[config.mk]
export PLATFORM = sky130hd
export DESIGN_NAME = timer0_prescaled_counter_top_flat
export DESIGN_NICKNAME = d
export VERILOG_FILES = /design/src/design/t0pc_pkg.sv /design/src/design/t0pc_in_if.sv /design/src/design/t0pc_out_if.sv /design/src/design/t0pc_cfg_if.sv /design/src/design/t0pc_cfg.sv /design/src/design/t0pc_core.sv /design/src/design/timer0_prescaled_counter_top.sv /design/src/flat_wrapper.sv
export SDC_FILE = /design/constraint.sdc
export NUM_CORES = 1
export LEC_CHECK = 0
export ABC_AREA = 1
export BUFFER_PORTS_ARGS = -buffer_cell sky130_fd_sc_hd__buf_2
export CAP_MARGIN = 20
export CORE_ASPECT_RATIO = 0.7
export CORE_MARGIN = 1.5
export CORE_UTILIZATION = 51
export DETAILED_ROUTE_END_ITERATION = 7
export GPL_TIMING_DRIVEN = 0
export PLACE_DENSITY = 0.83
export REMOVE_ABC_BUFFERS = 1
export SLEW_MARGIN = 20
export SYNTH_ARGS = -nofsm -noshare
export SYNTH_HDL_FRONTEND = slang
export SYNTH_SLANG_ARGS = --single-unit
[constraint.sdc]
create_clock -name i_clk -period 2.6 [get_ports i_clk]
set_clock_uncertainty 0.1 [all_clocks]
set_input_delay 0.39 -clock i_clk [delete_from_list [all_inputs] [get_ports i_clk]]
set_output_delay 0.39 -clock i_clk [all_outputs]
set_load 0.005 [all_outputs]
[src/design/t0pc_pkg.sv]
package t0pc_pkg;

    localparam int COUNT_W     = 8;
    localparam int PRESCALE_W  = 8;
    localparam int RATIO_W     = PRESCALE_W + 1;
    localparam int HOLD_W      = 2;
    localparam int RATE_W      = 3;
    localparam int CFG_IDX_W   = 2;
    localparam int CFG_DATA_W  = 3;

    localparam logic [HOLD_W-1:0]  SYNC_TICKS = 2'd2;
    localparam logic [COUNT_W-1:0] COUNT_MAX  = 8'hff;

    typedef enum logic [1:0] {
        REQ_TICK  = 2'd0,
        REQ_EDGE  = 2'd1,
        REQ_WRITE = 2'd2,
        REQ_READ  = 2'd3
    } t_req;

    typedef enum logic [CFG_IDX_W-1:0] {
        CFG_EXTERNAL_CLOCK   = 2'd0,
        CFG_PRESCALER_BYPASS = 2'd1,
        CFG_PRESCALE_RATE    = 2'd2
    } t_cfg_idx;

    typedef struct packed {
        logic              external_clock;
        logic              prescaler_bypass;
        logic [RATE_W-1:0] prescale_rate;
    } t_cfg;

endpackage

[src/design/t0pc_in_if.sv]
interface t0pc_in_if;
    logic       valid;
    logic       ready;
    logic [1:0] req_type;
    logic [7:0] write_data;

    modport source (output valid, output req_type, output write_data, input ready);
    modport sink   (input valid, input req_type, input write_data, output ready);
endinterface

[src/design/t0pc_out_if.sv]
interface t0pc_out_if;
    logic       valid;
    logic       ready;
    logic [7:0] count_value;
    logic       overflow;

    modport source (output valid, output count_value, output overflow, input ready);
    modport sink   (input valid, input count_value, input overflow, output ready);
endinterface

[src/design/t0pc_cfg_if.sv]
interface t0pc_cfg_if;
    logic       valid;
    logic       ready;
    logic [1:0] index;
    logic [2:0] data;

    modport source (output valid, output index, output data, input ready);
    modport sink   (input valid, input index, input data, output ready);
endinterface

[src/design/t0pc_cfg.sv]
module t0pc_cfg (
    input  logic            i_clk,
    input  logic            i_rst_n,
    t0pc_cfg_if.sink        i_cfg,
    output t0pc_pkg::t_cfg  o_cfg,
    output logic            o_cfg_clear
);

    t0pc_pkg::t_cfg r_cfg;
    t0pc_pkg::t_cfg n_cfg;
    logic           n_clear;
    logic           wr;

    assign i_cfg.ready = 1'b1;
    assign wr          = i_cfg.valid && i_cfg.ready;

    always_comb begin
        n_cfg   = r_cfg;
        n_clear = 1'b0;
        if (wr) begin
            unique case (t0pc_pkg::t_cfg_idx'(i_cfg.index))
                t0pc_pkg::CFG_EXTERNAL_CLOCK: begin
                    n_cfg.external_clock = i_cfg.data[0];
                    n_clear              = 1'b1;
                end
                t0pc_pkg::CFG_PRESCALER_BYPASS: begin
                    n_cfg.prescaler_bypass = i_cfg.data[0];
                    n_clear                = 1'b1;
                end
                t0pc_pkg::CFG_PRESCALE_RATE: begin
                    n_cfg.prescale_rate = i_cfg.data[t0pc_pkg::RATE_W-1:0];
                    n_clear             = 1'b1;
                end
                default: begin
                    n_clear = 1'b0;
                end
            endcase
        end
    end

    always_ff @(posedge i_clk) begin
        if (!i_rst_n) begin
            r_cfg.external_clock   <= 1'b1;
            r_cfg.prescaler_bypass <= 1'b1;
            r_cfg.prescale_rate    <= 3'd7;
        end else begin
            r_cfg <= n_cfg;
        end
    end

    assign o_cfg       = r_cfg;
    assign o_cfg_clear = n_clear;

endmodule

[src/design/t0pc_core.sv]
module t0pc_core (
    input  logic                              i_clk,
    input  logic                              i_rst_n,
    input  t0pc_pkg::t_cfg                    i_cfg,
    input  logic                              i_cfg_clear,
    input  logic                              i_step,
    input  logic [1:0]                        i_req_type,
    input  logic [t0pc_pkg::COUNT_W-1:0]      i_write_data,
    output logic [t0pc_pkg::COUNT_W-1:0]      o_count_value,
    output logic                              o_overflow
);

    logic [t0pc_pkg::COUNT_W-1:0]    r_count;
    logic [t0pc_pkg::PRESCALE_W-1:0] r_prescale_count;
    logic [t0pc_pkg::HOLD_W-1:0]     r_sync_hold;
    logic [t0pc_pkg::COUNT_W-1:0]    n_count;
    logic [t0pc_pkg::PRESCALE_W-1:0] n_prescale_count;
    logic [t0pc_pkg::HOLD_W-1:0]     n_sync_hold;
    logic [t0pc_pkg::RATIO_W-1:0]    ratio;
    logic [t0pc_pkg::RATIO_W-1:0]    pre_next;
    logic                            advance;
    logic                            ovf;
    t0pc_pkg::t_req                  req;

    assign req      = t0pc_pkg::t_req'(i_req_type);
    assign ratio    = i_cfg.prescaler_bypass ? t0pc_pkg::RATIO_W'(1)
                    : t0pc_pkg::RATIO_W'(2) << i_cfg.prescale_rate;
    assign pre_next = {1'b0, r_prescale_count} + t0pc_pkg::RATIO_W'(1);

    always_comb begin
        n_count          = r_count;
        n_prescale_count = r_prescale_count;
        n_sync_hold      = r_sync_hold;
        advance          = 1'b0;
        ovf              = 1'b0;
        if (i_cfg_clear) begin
            n_prescale_count = '0;
        end else if (i_step) begin
            unique case (req)
                t0pc_pkg::REQ_TICK: begin
                    if (r_sync_hold != '0) begin
                        n_sync_hold = r_sync_hold - t0pc_pkg::HOLD_W'(1);
                    end else begin
                        advance = !i_cfg.external_clock;
                    end
                end
                t0pc_pkg::REQ_EDGE: begin
                    advance = i_cfg.external_clock;
                end
                t0pc_pkg::REQ_WRITE: begin
                    n_count          = i_write_data;
                    n_prescale_count = '0;
                    n_sync_hold      = t0pc_pkg::SYNC_TICKS;
                end
                t0pc_pkg::REQ_READ: begin
                    n_count = r_count;
                end
            endcase
            if (advance) begin
                if (pre_next < ratio) begin
                    n_prescale_count = pre_next[t0pc_pkg::PRESCALE_W-1:0];
                end else begin
                    n_prescale_count = '0;
                    n_count          = r_count + t0pc_pkg::COUNT_W'(1);
                    ovf              = (r_count == t0pc_pkg::COUNT_MAX);
                end
            end
        end
    end

    always_ff @(posedge i_clk) begin
        if (!i_rst_n) begin
            r_count          <= '0;
            r_prescale_count <= '0;
            r_sync_hold      <= '0;
        end else begin
            r_count          <= n_count;
            r_prescale_count <= n_prescale_count;
            r_sync_hold      <= n_sync_hold;
        end
    end

    assign o_count_value = n_count;
    assign o_overflow    = ovf;

    a_ovf_wraps_to_zero: assert property (@(posedge i_clk) disable iff (!i_rst_n)
        (i_step && o_overflow) |-> (o_count_value == '0))
        else $error("overflow reported without the count wrapping to zero");

    a_write_sets_hold: assert property (@(posedge i_clk) disable iff (!i_rst_n)
        (i_step && !i_cfg_clear && req == t0pc_pkg::REQ_WRITE)
        |=> (r_sync_hold == t0pc_pkg::SYNC_TICKS && r_prescale_count == '0))
        else $error("write did not restart the synchronisation hold");

    a_hold_in_range: assert property (@(posedge i_clk) disable iff (!i_rst_n)
        r_sync_hold <= t0pc_pkg::SYNC_TICKS)
        else $error("synchronisation hold above its load value");

    a_prescale_below_ratio: assert property (@(posedge i_clk) disable iff (!i_rst_n)
        {1'b0, r_prescale_count} < ratio)
        else $error("prescaler count reached the division ratio");

endmodule

[src/design/timer0_prescaled_counter_top.sv]
// An 8-bit timer with a selectable clock source and a power-of-two prescaler.
// Each transfer on the input channel is one event: an instruction-cycle tick,
// an external clock edge, a write of the count or a read of the count. Every
// input transfer gives exactly one output transfer carrying the count after
// the event and an overflow flag that is set when the count wrapped to zero.
// The configuration channel writes the clock source, the prescaler bypass
// and the prescale rate; it is always ready, and a write to one of these
// three registers clears the prescaler.
// Configuration should be written only while no event is in flight.
// An event is held in an input register and processed once the output
// register is free; its result is then held in the output register until
// the receiver takes it. One event is accepted in every cycle while the
// receiver does not stall.
// When the receiver stalls, the result stays in the output register and one
// further event is held in the input register before the input stalls too.
// After reset the count, prescaler and hold are zero, external edges are
// counted and the prescaler is bypassed.
module timer0_prescaled_counter_top (
    input  logic        i_clk,
    input  logic        i_rst_n,
    t0pc_in_if.sink     i_in,
    t0pc_cfg_if.sink    i_cfg,
    t0pc_out_if.source  o_out
);

    t0pc_pkg::t_cfg                cfg;
    logic                          cfg_clear;
    logic                          r_in_valid;
    logic [1:0]                    r_in_req;
    logic [t0pc_pkg::COUNT_W-1:0]  r_in_data;
    logic                          r_out_valid;
    logic [t0pc_pkg::COUNT_W-1:0]  r_out_count;
    logic                          r_out_ovf;
    logic                          out_free;
    logic                          in_ready;
    logic                          step;
    logic [t0pc_pkg::COUNT_W-1:0]  res_count;
    logic                          res_ovf;

    assign out_free   = !r_out_valid || o_out.ready;
    assign step       = r_in_valid && out_free;
    assign in_ready   = !r_in_valid || out_free;
    assign i_in.ready = in_ready;

    t0pc_cfg u_cfg (
        .i_clk       (i_clk),
        .i_rst_n     (i_rst_n),
        .i_cfg       (i_cfg),
        .o_cfg       (cfg),
        .o_cfg_clear (cfg_clear)
    );

    t0pc_core u_core (
        .i_clk         (i_clk),
        .i_rst_n       (i_rst_n),
        .i_cfg         (cfg),
        .i_cfg_clear   (cfg_clear),
        .i_step        (step),
        .i_req_type    (r_in_req),
        .i_write_data  (r_in_data),
        .o_count_value (res_count),
        .o_overflow    (res_ovf)
    );

    always_ff @(posedge i_clk) begin
        if (!i_rst_n) begin
            r_in_valid  <= 1'b0;
            r_out_valid <= 1'b0;
        end else begin
            if (in_ready) begin
                r_in_valid <= i_in.valid;
            end
            if (out_free) begin
                r_out_valid <= r_in_valid;
            end
        end
    end

    always_ff @(posedge i_clk) begin
        if (in_ready && i_in.valid) begin
            r_in_req  <= i_in.req_type;
            r_in_data <= i_in.write_data;
        end
        if (step) begin
            r_out_count <= res_count;
            r_out_ovf   <= res_ovf;
        end
    end

    assign o_out.valid       = r_out_valid;
    assign o_out.count_value = r_out_count;
    assign o_out.overflow    = r_out_ovf;

endmodule
[src/flat_wrapper.sv]
// flat-port wrapper written by rule: the top's interface ports become plain ports
module timer0_prescaled_counter_top_flat 
  (i_clk, i_rst_n, i_in_valid, i_in_req_type, i_in_write_data, i_in_ready, i_cfg_valid, i_cfg_index, i_cfg_data, i_cfg_ready, o_out_valid, o_out_count_value, o_out_overflow, o_out_ready);
  t0pc_in_if i_in_i ();
  t0pc_cfg_if i_cfg_i ();
  t0pc_out_if o_out_i ();
  input  logic i_clk;
  input  logic i_rst_n;
  input wire logic [$bits(i_in_i.valid)-1:0] i_in_valid;
  input wire logic [$bits(i_in_i.req_type)-1:0] i_in_req_type;
  input wire logic [$bits(i_in_i.write_data)-1:0] i_in_write_data;
  output wire logic [$bits(i_in_i.ready)-1:0] i_in_ready;
  input wire logic [$bits(i_cfg_i.valid)-1:0] i_cfg_valid;
  input wire logic [$bits(i_cfg_i.index)-1:0] i_cfg_index;
  input wire logic [$bits(i_cfg_i.data)-1:0] i_cfg_data;
  output wire logic [$bits(i_cfg_i.ready)-1:0] i_cfg_ready;
  output wire logic [$bits(o_out_i.valid)-1:0] o_out_valid;
  output wire logic [$bits(o_out_i.count_value)-1:0] o_out_count_value;
  output wire logic [$bits(o_out_i.overflow)-1:0] o_out_overflow;
  input wire logic [$bits(o_out_i.ready)-1:0] o_out_ready;
  assign i_in_i.valid = i_in_valid;
  assign i_in_i.req_type = i_in_req_type;
  assign i_in_i.write_data = i_in_write_data;
  assign i_in_ready = i_in_i.ready;
  assign i_cfg_i.valid = i_cfg_valid;
  assign i_cfg_i.index = i_cfg_index;
  assign i_cfg_i.data = i_cfg_data;
  assign i_cfg_ready = i_cfg_i.ready;
  assign o_out_valid = o_out_i.valid;
  assign o_out_count_value = o_out_i.count_value;
  assign o_out_overflow = o_out_i.overflow;
  assign o_out_i.ready = o_out_ready;
  timer0_prescaled_counter_top u_core (.i_clk(i_clk), .i_rst_n(i_rst_n), .i_in(i_in_i), .i_cfg(i_cfg_i), .o_out(o_out_i));
endmodule
* Word level (Yosys, flattened, before mapping)
Cells that the tools add are included.
W data, S select, Z words.
** Storage, ports and cells
- Register bits after elaboration :: 44
- Latch bits :: 0
- Bits in writable memories :: 0
- Bits in read-only memories :: 0
- Output and inout port bits :: 12
- Memories kept :: 0
** Cells by class
- Add/subtract/negate cells :: 3
- Multiply operators :: 0
- Div/mod/pow operators :: 0
- Magnitude comparators :: 1
- Equality and inequality tests :: 6
- Shift-type cells :: 1
- Muxes and demuxes :: 17
- Bitwise operators :: 3
- Reduce and logical (&&, ||, !) cells :: 20
** Operators by type and width (number)
- $mux W8 :: 8
- $add A8 B1 Y9 const B :: 1
- $lt A9 B9 Y1 :: 1
- $mux W9 :: 1
- $shl A2 B3 Y9 const A :: 1
- $add A8 B1 Y8 const B :: 1
- $eq A8 B8 Y1 const B :: 1
- $reduce_and A2 Y1 :: 4
- $reduce_bool A2 Y1 :: 3
- $reduce_or A3 Y1 :: 2
- $mux W1 :: 5
- $eq A2 B1 Y1 const B :: 2
- $eq A2 B2 Y1 const B :: 2
- $logic_not A2 Y1 :: 2
- $pmux W2 S2 :: 1
- $reduce_and A4 Y1 :: 1
- $logic_not A1 Y1 :: 3
- $not A1 Y1 :: 3
- $logic_and A1 B1 Y1 :: 2
- $logic_or A1 B1 Y1 :: 2
- $mux W2 :: 1
- $ne A2 B2 Y1 const B :: 1
- $pmux W1 S2 :: 1
- $reduce_or A2 Y1 :: 1
- $sub A2 B1 Y2 const B :: 1

* Longest topological paths before layout
Gate-level depths: netlist (run 1).
- Word-level depth :: 8
- Gate-level depth with buffers :: 16
- Depth with buffers taken out :: 16

* By module
From an unflattened synthesis (run 1), not the netlist that was laid out.
** Second synthesis, totals
- Cells, all modules :: 314
- Area total of the unflattened synthesis :: 2461.1 um^2
** By module, submodules not included
- t0pc_core :: instances 1, cells an instance 252, area each 1565.3 um^2
- timer0_prescaled_counter_top :: instances 1, cells an instance 32, area each 665.6 um^2
- t0pc_cfg :: instances 1, cells an instance 30, area each 230.2 um^2

* Worst setup path before layout (run 1)
Ideal clock, no wire load.
- Path type :: register to register
- Start :: reg u_core.u_core.r_prescale_count[0] (netlist name)
- End :: reg u_core.r_out_count, in the netlist u_core.o_out.count_value[2] (data pin)
- Library setup time :: 0.255 ns
- Arrival time :: 2.070 ns
- Data required time :: 2.245 ns
- Path slack :: 0.176 ns
- Cell stages (with the launch flop) :: 13
- Buffers on the path :: 0
- Period minus slack after synthesis :: 2.424 ns
- Cell sequence :: dfxtp_1 -> ha_1 -> nand3_1 -> and3b_1 -> and3_1 -> ha_1 -> a21o_1 -> nor2_1 -> nand3_4 -> nand2_4 -> nand2_1 -> nand3_1 -> nand2_1
** On the way
- Longest elaborated chain between the ends :: 6
** RTL lines
- start, declared :: line t0pc_core.sv:14 : logic [t0pc_pkg::PRESCALE_W-1:0] r_prescale_count;
- start signal, assigned :: line t0pc_core.sv:78 : r_prescale_count <= n_prescale_count;
- $add A8 B1 Y9 :: line t0pc_core.sv:28 : assign pre_next = {1'b0, r_prescale_count} + t0pc_pkg::RATIO_W'(1);
- $lt A9 B9 Y1 :: line t0pc_core.sv:60 : if (pre_next < ratio) begin
- $mux W8 :: line t0pc_core.sv:60
- $mux W8 :: line t0pc_core.sv:59 : if (advance) begin
- $mux W8 :: line t0pc_core.sv:38 : end else if (i_step) begin
- $mux W8 :: line t0pc_core.sv:36 : if (i_cfg_clear) begin
- net u_core.res_count (one bit) :: line timer0_prescaled_counter_top.sv:37 : logic [t0pc_pkg::COUNT_W-1:0] res_count;
- end signal, assigned :: line timer0_prescaled_counter_top.sv:85 : r_out_count <= res_count;
- end, declared :: line timer0_prescaled_counter_top.sv:32 : logic [t0pc_pkg::COUNT_W-1:0] r_out_count;
The timed path passes the listed nets, and every way through them passes these cells.
A chain may end at the register's enable or synchronous reset.

* Worst setup path in the final report (run 1)
- Start :: reg u_core.u_core.r_prescale_count[1] (netlist name)
- End :: reg u_core.r_out_count, in the netlist u_core.o_out.count_value[5] (data pin)
The elaborated chain is that of the path after synthesis.

==> results.json, run 1 <==
{
  "fp.dieH_um": 60.0,
  "grt_usage": 0.212,
  "ant_nets": 0,
  "htreeDepth": 2,
  "wl_per_cell_um": 13.7,
  "finalWeightedCongestion": 0.806,
  "n_antenna_cell": 0,
  "internal_power_w": 0.000998,
  "design_power_total_w": 0.00135,
  "slew_headroom": 0.450,
  "cts_root_buf": "clkbuf_8",
  "io_buffers": 30,
  "synth_enable_flop_cells": 19,
  "finalSetupViolCount": 0,
  "grt_overflow": 0,
  "switching_share": 0.261,
  "die-area_sq_um": 5070,
  "nFillCells": 331,
  "synth.most_common_cell": "nand2_1",
  "critPathLaunchType": "flop",
  "cts_inserted_buffers": 5,
  "firstDrtPassIters": 4,
  "clockBufferDepth": 2,
  "cp_max_fo": 8,
  "status": "finished clean",
  "clkPwrFrac": 0.301,
  "synth_cell_type_count": 35,
  "cts_tree": "built",
  "critical_path_class": "flop to flop",
  "drive_above_1_share": 0.257,
  "utilization": 0.655,
  "grt_pass1_wl_um": 8180,
  "synth-main-ff-cell": "dfxtp_1",
  "worstMarginPinSlew_ns": 0.824,
  "cp-end-kind": "flop",
  "start_util": 0.538,
  "fp.dieW_um": 84.5,
  "place_worst_setup_slack_ns": -0.238,
  "via_per_inst": 5.40,
  "peakVddDrop_uv": 406,
  "fp-row-count": 20,
  "synth.top_cell.area_share": 0.241,
  "core_sq_um": 4400,
  "clk_latency_ns": 0.29,
  "avgSynthCellArea_sq_um": 8.03,
  "finalMaxSlewViolations": 0,
  "yosys.area.top_type": "edfxtp_1",
  "dr_total_vias": 2106,
  "ys_seq_elements": 44,
  "postSynthCellCount": 295,
  "finalHoldViolCount": 0,
  "hold_path.class": "input port to flop",
  "setup_ws_ns": 0.0163,
  "combPwrFrac": 0.132,
  "grt_max_degree": 16,
  "cp.arrival_ns": 2.54,
  "critPathRequiredTime_ns": 2.56,
  "antenna_found_initial": 0,
  "period_share": 0.994,
  "multi_input_area_sq_um": 1310,
  "area_delta_synth_final_pct": 21.8,
  "netlist_area_sq_um": 2370,
  "p_switching_w": 0.000352,
  "drt-initial-drc-count": 146,
  "fmax_mhz": 387,
  "wirelength_um": 5340,
  "maxCapViolations": 0,
  "hold_buffers": 0,
  "min_period_ns": 2.58,
  "grt_pass1_vias": 1778,
  "dpl.hpwl_um": 3490,
  "synthTopCellsByArea": "edfxtp_1 (24%), dfxtp_1 (21%), nand2_1 (14%)",
  "seqPwrFrac": 0.567,
  "rsz0062_at_grt": "true",
  "synth_warnings": 0,
  "power.leakage_nw": 1.27,
  "p_per_area_nw_per_um2": 468,
  "synth-seq-area-share": 0.452,
  "ys_async_sr_fraction": 0,
  "ios": 32,
  "ys_top_cells_by_count": "nand2_1 (88), inv_1 (39), dfxtp_1 (25)",
  "register_area_sq_um": 1080,
  "nets": 365,
  "drcViolationCount": 0,
  "clk_pin_slew_ns": 0.08,
  "clock-sinks": 44
}
[area by class of cell]
| type | instances | area share |
|---|---|---|
| Clock buffer | 6 | 0.0252 |
| Clock inverter | 2 | 0.00260 |
| Inverter | 40 | 0.0521 |
| Multi-Input combinational cell | 208 | 0.453 |
| Sequential cell | 44 | 0.374 |
| Tap cell | 55 | 0.0239 |
| Timing Repair Buffer | 35 | 0.0690 |
[placed cells by master (no fill, tap or decap), types with 2 or more instances in the layout]
cell type and n:
clkinv_1 2, clkbuf_8 5, nor3_1 2, buf_4 2
o211ai_1 4, o21ai_0 8, ha_4 3, ha_1 8
dfxtp_4 2, nand2_1 78, edfxtp_1 19, nand3_2 9
nand3b_1 2, dfxtp_1 22, nand2_2 10, xor2_1 8
buf_2 30, nor2_1 14, nand4_1 2, buf_6 3
a21oi_1 21, a21oi_2 3, inv_1 39, nor2_4 5
nor2_2 2, nand3_1 13
[power groups by stage]
| stage | combinational [W] | sequential (W) | clock (W) |
|---|---|---|---|
| finish | 0.000177 | 0.000765 | 0.000407 |
| global route | 0.000195 | 0.000768 | 0.000436 |
| CTS | 0.000160 | 0.000765 | 0.000408 |
| detailed placement | 0.000145 | 0.000782 | 0 |
| global placement | 0.000140 | 0.000782 | 0 |
| floorplan | 0.0000948 | 0.000780 | 0 |
[kinds of logic after synthesis]
family                   Yosys count  synth area share
adder cells (fa/ha/maj)           11            0.0581
XOR/XNOR                          10            0.0370
AND/OR/NAND/NOR                  143             0.270
flip-flops                        44             0.452
AO/OA/AOI/OAI                     42             0.106
buffers and inverters             44            0.0750
other                              1           0.00158
[stage by stage]
step / TNS, ns / instance area, sq um / hold slack (ns) / cells
floorplan: 0 / 2340 / 0.356 / 291
global placement: -1.55 / 2560 / 0.369 / 376
detailed placement: -3.33 / 2560 / 0.383 / 376
CTS: 0 / 2730 / 0.162 / 389
global route: -0.711 / 2880 / 0.152 / 390
finish: 0 / 2880 / 0.165 / 390
[critical path, cell delays in order (launching register included)]
cell and delay, ns:
dfxtp_4 0.38, ha_4 0.14, nand3_2 0.09, and3b_2 0.32, and3_4 0.21, ha_4 0.20
a21o_1 0.18, nor2_4 0.14, nand3_4 0.21, nand2_4 0.17, nand2_1 0.07, nand3_1 0.08
nand2_1 0.06
[per-layer routing]
metal,global-route usage,wire (um),vias to the layer above
li1,-,-,1046
met1,0.282,2460,952
met2,0.359,2470,104
met3,0.0470,378,4
met4,0.0530,28,0
met5,0,0,-
[state kept, by name, indices dropped and copies added, names as in the netlist]
name	count
u_core.r_in_valid	1
u_core.u_core.r_prescale_count	8
u_core.o_out.count_value	8
u_core.o_out.valid	1
u_core.u_core.r_sync_hold	2
u_core.r_in_req	2
u_core.o_out.overflow	1
u_core.r_in_data	8
u_core.u_cfg.o_cfg	5
u_core.u_core.r_count	8
[worst paths after layout]
kind / start / endpoint / cells after the start / slack (ns)
max: u_core.u_core.r_prescale_count[1]$_SDFFE_PP0P_ / u_core.o_out.count_value[5]$_DFFE_PP_ / 12 / 0.02
min: i_in_write_data[5] / u_core.r_in_data[5]$_DFFE_PP_ / 1 / 0.17
max reg2reg: u_core.u_core.r_prescale_count[1]$_SDFFE_PP0P_ / u_core.o_out.count_value[5]$_DFFE_PP_ / 12 / 0.02
min reg2reg: u_core.u_core.r_sync_hold[1]$_SDFFE_PN0P_ / u_core.u_core.r_sync_hold[1]$_SDFFE_PN0P_ / 2 / 0.40
[timing repair]
item,4_1_cts,5_1_grt
pin swaps,8,19
buffers inserted,4,1
cloned,1,0
endpoints found under the setup margin,25,25
resized for setup,13,31
Note: power is estimated with default switching activity, not from simulation.
==> run 2: changes to the inputs <==
--- a/config.mk
+++ b/config.mk
@@ -13,7 +13,7 @@
 export CORE_UTILIZATION = 51
 export DETAILED_ROUTE_END_ITERATION = 7
 export GPL_TIMING_DRIVEN = 0
-export PLACE_DENSITY = 0.83
+export PLACE_DENSITY = 0.74
 export REMOVE_ABC_BUFFERS = 1
 export SLEW_MARGIN = 20
 export SYNTH_ARGS = -nofsm -noshare
==> run 2 against run 1 <==
Die area stayed put. Sequential power hardly changed. Core utilization hardly changed. Setup slack worse by 0.0094 ns. Flip-flop and latch count stayed put. Global-route usage is 1.5 points lower. Wire length is 5.9% lower. Non-clock buffer count is 3 higher. Combinational power is 7% lower. Total power hardly changed. Critical endpoint is now u_core.o_out.count_value[7]$_DFFE_PP_.
==> results.json, run 2 (synthesized netlist as in run 1, its figures left out) <==
{
  "period_share": 0.997,
  "p_switching_w": 0.000351,
  "r2r_end": "u_core.o_out.count_value[7]$_DFFE_PP_",
  "area_delta_synth_final_pct": 21.8,
  "grt-busiest-layer": "met2",
  "cts_inserted_buffers": 5,
  "seqPwrFrac": 0.567,
  "cts_tree": "built",
  "design_power_total_w": 0.00135,
  "finalSetupViolCount": 0,
  "critPathRequiredTime_ns": 2.57,
  "grt_pass1_wl_um": 7550,
  "cts_root_buf": "clkbuf_8",
  "slew_headroom": 0.608,
  "clock-sinks": 44,
  "drcViolationCount": 0,
  "rsz0062_at_grt": "true",
  "design_area_sq_um": 2890,
  "use_met3": 0.0456,
  "fp.dieH_um": 60.0,
  "drive_above_1_share": 0.249,
  "grt_usage": 0.197,
  "n_antenna_cell": 0,
  "clk_pin_slew_ns": 0.08,
  "met2_usage": 0.294,
  "layout_commonest_cell": "nand2_1",
  "die-area_sq_um": 5070,
  "finalWeightedCongestion": 0.825,
  "grt_overflow": 0,
  "cp_max_fo": 7,
  "io_buffers": 30,
  "cp-end-kind": "flop",
  "fp-row-count": 20,
  "cp.arrival_ns": 2.56,
  "combPwrFrac": 0.122,
  "dr_total_vias": 2001,
  "status": "finished clean",
  "drt-initial-drc-count": 151,
  "layout_common_cells": "nand2_1 (85), inv_1 (39), buf_2 (30)",
  "r2r_cells": 14,
  "reg2reg_from": "u_core.u_core.r_prescale_count[1]$_SDFFE_PP0P_",
  "start_util": 0.538,
  "switching_share": 0.260,
  "finalMaxSlewViolations": 0,
  "dpl.hpwl_um": 3420,
  "min_period_ns": 2.59,
  "hold_buffers": 0,
  "wl_per_cell_um": 12.8,
  "grt_max_degree": 16,
  "placed_area_sq_um": 2560,
  "clk_latency_ns": 0.30,
  "firstDrtPassIters": 4,
  "critical_path_class": "flop to flop",
  "htreeDepth": 2,
  "power.leakage_nw": 1.29,
  "critPathLaunchType": "flop",
  "fmax_mhz": 386,
  "grtUsageMet1": 0.283,
  "setup.worst_path.start": "u_core.u_core.r_prescale_count[1]$_SDFFE_PP0P_",
  "peakVddDrop_uv": 360,
  "ios": 32,
  "grt_pass1_vias": 1664,
  "r2r_slack_ns": 0.007,
  "p_per_area_nw_per_um2": 467,
  "maxCapViolations": 0,
  "clockBufferDepth": 2,
  "antenna_found_initial": 0,
  "finalHoldViolCount": 0,
  "fp.dieW_um": 84.5,
  "clkPwrFrac": 0.311,
  "ant_nets": 0,
  "nets": 367,
  "wirelength_um": 5030,
  "internal_power_w": 0.000997,
  "hold_path.class": "input port to flop",
  "via_per_inst": 5.10,
  "worstMarginPinSlew_ns": 0.587,
  "core_sq_um": 4400,
  "crit_end": "u_core.o_out.count_value[7]$_DFFE_PP_"
}
## run 2: stage by stage
step                      hold WS [ns]   util  worst slack, ns  cells  setup TNS (ns)
after floorplan                  0.356      -            0.175    291               0
after global placement           0.374  0.581           -0.180    376           -1.76
after detailed placement         0.382  0.581           -0.203    376           -2.77
after CTS                        0.152  0.613          0.00305    388               0
after global routing             0.152  0.655          -0.0870    392          -0.728
final                            0.161  0.655          0.00690    392               0
## run 2: routing by layer
| metal | part of all wire | vias to the layer above |
|---|---|---|
| met2 | 0.42 | 68 |
| met1 | 0.48 | 884 |
| met4 | 0.018 | 0 |
| met3 | 0.076 | 8 |
| li1 | - | 1041 |
| met5 | 0 | - |
## run 2: layout make-up
type,instances,area (sq um)
fill,366,1520
sequential,44,1080
multi-input combinational,207,1270
clock buffer,6,72.6
clock inverter,2,11.3
tap,55,68.8
timing repair buffer,38,226
inverter,40,150
## run 2: worst max-delay path, cell delays in order, from the launching register on
cell	delay, ns
dfxtp_4	0.37
ha_4	0.16
nand3_2	0.07
and3b_2	0.26
xor2_4	0.21
ha_4	0.28
nand2_1	0.06
nor2_2	0.12
nand3_2	0.10
nand3_4	0.16
buf_4	0.13
buf_4	0.10
nand3b_1	0.08
nand3_2	0.11
nand2_1	0.05
## run 2: how the worst min path moves through the flow
stage,startpoint,to,slack (ns),depth (start not counted)
global route,i_in_write_data[4],u_core.r_in_data[4]$_DFFE_PP_,0.15,1
global placement,u_core.u_core.r_sync_hold[1]$_SDFFE_PN0P_,u_core.u_core.r_sync_hold[1]$_SDFFE_PN0P_,0.37,2
floorplan,u_core.u_core.r_sync_hold[1]$_SDFFE_PN0P_,u_core.u_core.r_sync_hold[1]$_SDFFE_PN0P_,0.36,2
finish,i_in_write_data[4],u_core.r_in_data[4]$_DFFE_PP_,0.16,1
CTS,i_in_write_data[3],u_core.r_in_data[3]$_DFFE_PP_,0.15,1
detailed placement,u_core.u_core.r_sync_hold[1]$_SDFFE_PN0P_,u_core.u_core.r_sync_hold[1]$_SDFFE_PN0P_,0.38,2
## run 2: what timing repair did
action                     4_1_cts  5_1_grt
gates resized for setup          7       29
setup endpoints to repair       25       25
pin swaps                        4       18
buffers inserted                 4        4
## run 2: power groups by stage
| stage | clock network, W | logic, W | registers, W |
|---|---|---|---|
| after global routing | 0.000451 | 0.000185 | 0.000768 |
| after detailed placement | 0 | 0.000144 | 0.000783 |
| final | 0.000419 | 0.000164 | 0.000765 |
| after floorplan | 0 | 0.0000948 | 0.000780 |
| after CTS | 0.000425 | 0.000154 | 0.000767 |
| after global placement | 0 | 0.000141 | 0.000782 |
==> run 3: changes to the inputs <==
--- a/config.mk
+++ b/config.mk
@@ -10,10 +10,10 @@
 export CAP_MARGIN = 20
 export CORE_ASPECT_RATIO = 0.7
 export CORE_MARGIN = 1.5
-export CORE_UTILIZATION = 51
+export CORE_UTILIZATION = 61
 export DETAILED_ROUTE_END_ITERATION = 7
 export GPL_TIMING_DRIVEN = 0
-export PLACE_DENSITY = 0.74
+export PLACE_DENSITY = 0.83
 export REMOVE_ABC_BUFFERS = 1
 export SLEW_MARGIN = 20
 export SYNTH_ARGS = -nofsm -noshare
==> constraint.sdc (replaced) <==
create_clock -name i_clk -period 3.15 [get_ports i_clk]
set_clock_uncertainty 0.1 [all_clocks]
set_input_delay 0.4725 -clock i_clk [delete_from_list [all_inputs] [get_ports i_clk]]
set_output_delay 0.4725 -clock i_clk [all_outputs]
set_load 0.005 [all_outputs]
==> run 3 against run 2 <==
Count of clock-buffer cells in the layout grew 1. Critical path depth shrank 1. Die area shrank 16%. Flip-flop and latch count did not move. Sequential share of layout area increased by 3.2 points. Global-route usage increased by 3.6 points. Non-clock buffer count down 8. Cell count shrank 3.3%. Fmax shrank 8.5%. Core utilization increased by 7.1 points. Sequential power fell by 17%. Register-to-register slack gained 0.31 ns. Critical endpoint is now u_core.o_out.count_value[3]$_DFFE_PP_. Largest cell class unchanged. Largest power group unchanged.
==> results.json, run 3 (synthesized netlist as in run 1, its figures left out) <==
{
  "final_cells": 379,
  "grt_pass1_wl_um": 7350,
  "design_area_sq_um": 2630,
  "clk_pin_slew_ns": 0.08,
  "internal_power_w": 0.000816,
  "peakVddDrop_uv": 359,
  "place_worst_setup_slack_ns": 0.342,
  "period_share": 0.900,
  "clk_latency_ns": 0.29,
  "hold_buffers": 0,
  "n_antenna_cell": 0,
  "maxCapViolations": 0,
  "cts_tree": "built",
  "finalWeightedCongestion": 0.929,
  "ios": 32,
  "clkPwrFrac": 0.306,
  "dr_total_vias": 1966,
  "io_buffers": 30,
  "worstMarginPinSlew_ns": 0.570,
  "min_period_ns": 2.83,
  "post_cts_buffers": 0,
  "core_sq_um": 3630,
  "drcViolationCount": 0,
  "critPathRequiredTime_ns": 3.09,
  "die-area_sq_um": 4270,
  "drt-initial-drc-count": 114,
  "p_switching_w": 0.000267,
  "placed_area_sq_um": 2550,
  "ant_nets": 0,
  "htreeDepth": 2,
  "fp-row-count": 18,
  "wl_per_cell_um": 11.8,
  "setup_ws_ns": 0.316,
  "design_power_total_w": 0.00108,
  "combPwrFrac": 0.109,
  "cp_max_fo": 10,
  "seqPwrFrac": 0.584,
  "grt_usage": 0.233,
  "grt_max_degree": 16,
  "clock-sinks": 44,
  "critical_path_class": "flop to flop",
  "critPathLaunchType": "flop",
  "cts_inserted_buffers": 5,
  "antenna_found_initial": 0,
  "firstDrtPassIters": 5,
  "slew_headroom": 0.620,
  "place_inst": 371,
  "grt_pass1_vias": 1593,
  "clockBufferDepth": 2,
  "tns_ns": 0,
  "cp.arrival_ns": 2.78,
  "finalSetupViolCount": 0,
  "fp.dieW_um": 77.5,
  "drive_above_1_share": 0.140,
  "switching_share": 0.246,
  "start_util": 0.653,
  "status": "finished clean",
  "grt_overflow": 0,
  "wirelength_um": 4470,
  "power.leakage_nw": 1.22,
  "fp.dieH_um": 55.1,
  "cts_resized": 0,
  "dpl.hpwl_um": 3310,
  "layout_common_cells": "nand2_1 (88), inv_1 (39), buf_2 (30)",
  "rsz0062_at_grt": "false",
  "fmax_mhz": 353,
  "cts_root_buf": "clkbuf_8",
  "finalHoldViolCount": 0,
  "area_delta_synth_final_pct": 11.2,
  "cp-end-kind": "flop",
  "p_per_area_nw_per_um2": 411,
  "hold_path.class": "input port to flop",
  "layout_commonest_cell": "nand2_1",
  "nets": 359,
  "finalMaxSlewViolations": 0,
  "via_per_inst": 5.19
}
run 3: changes by cell type in the layout (fill, tap and decap cells not counted), moves of 3 or more:
cell / before / now
a21oi_1: 19 / 23
ha_1: 8 / 11
a21oi_2: 5 / 1
nand2_2: 3 / 0
nand3_1: 16 / 22
buf_4: 6 / 0
nand3_2: 5 / 0
ha_4: 3 / 0
nor2_2: 5 / 2
dfxtp_1: 21 / 25
nor2_1: 13 / 16
nand2_1: 85 / 88
run 3: area by class of cell:
class | count | area [sq um]
clock inverter | 1 | 3.75
tap | 50 | 62.6
timing repair buffer | 30 | 150
fill | 307 | 992
clock buffer | 7 | 76.3
sequential | 44 | 1070
inverter | 40 | 150
multi-input combinational | 207 | 1120
run 3: critical path: stages, from the launching register on:
cell	delay, ns
dfxtp_1	0.45
ha_1	0.22
nand3_1	0.12
and3b_1	0.26
xor2_1	0.23
ha_1	0.28
nand2_1	0.07
a21oi_1	0.06
nor2_1	0.18
nand3_4	0.20
nand2_4	0.16
nand2_1	0.07
nand3_1	0.12
nand2_1	0.06
run 3: path summary, 6_finish.rpt:
kind                                                                      from  slack (ns)                                        endpoint  depth (start not counted)
worst min-delay path                                        i_in_write_data[5]        0.25                   u_core.r_in_data[5]$_DFFE_PP_                          1
worst max register to register  u_core.u_core.r_prescale_count[0]$_SDFFE_PP0P_        0.32           u_core.o_out.count_value[3]$_DFFE_PP_                         13
worst max-delay path            u_core.u_core.r_prescale_count[0]$_SDFFE_PP0P_        0.32           u_core.o_out.count_value[3]$_DFFE_PP_                         13
worst min register to register  u_core.u_core.r_prescale_count[7]$_SDFFE_PP0P_        0.40  u_core.u_core.r_prescale_count[7]$_SDFFE_PP0P_                          2
run 3: stage by stage:
| stage | utilization | hold slack [ns] |
|---|---|---|
| 6_report | 0.726 | 0.252 |
| 5_1_grt | 0.726 | 0.244 |
| 4_1_cts | 0.726 | 0.249 |
| 3_5_place_dp | 0.704 | 0.384 |
| 3_3_place_gp | 0.704 | 0.375 |
| 2_1_floorplan | - | 0.356 |
run 3: power groups by stage:
stage	clock, W	sequential, W	combinational [W]
2_1_floorplan	0	0.000644	0.0000783
3_3_place_gp	0	0.000645	0.000115
3_5_place_dp	0	0.000646	0.000118
4_1_cts	0.000334	0.000633	0.000118
5_1_grt	0.000355	0.000636	0.000135
6_report	0.000332	0.000633	0.000119
run 3: layer usage:
layer,track usage,routed length [um],vias to the layer above
met3,0.0508,313,4
met1,0.331,2260,864
li1,-,-,1029
met2,0.357,1860,69
met5,0,0,-
met4,0.0879,39,0
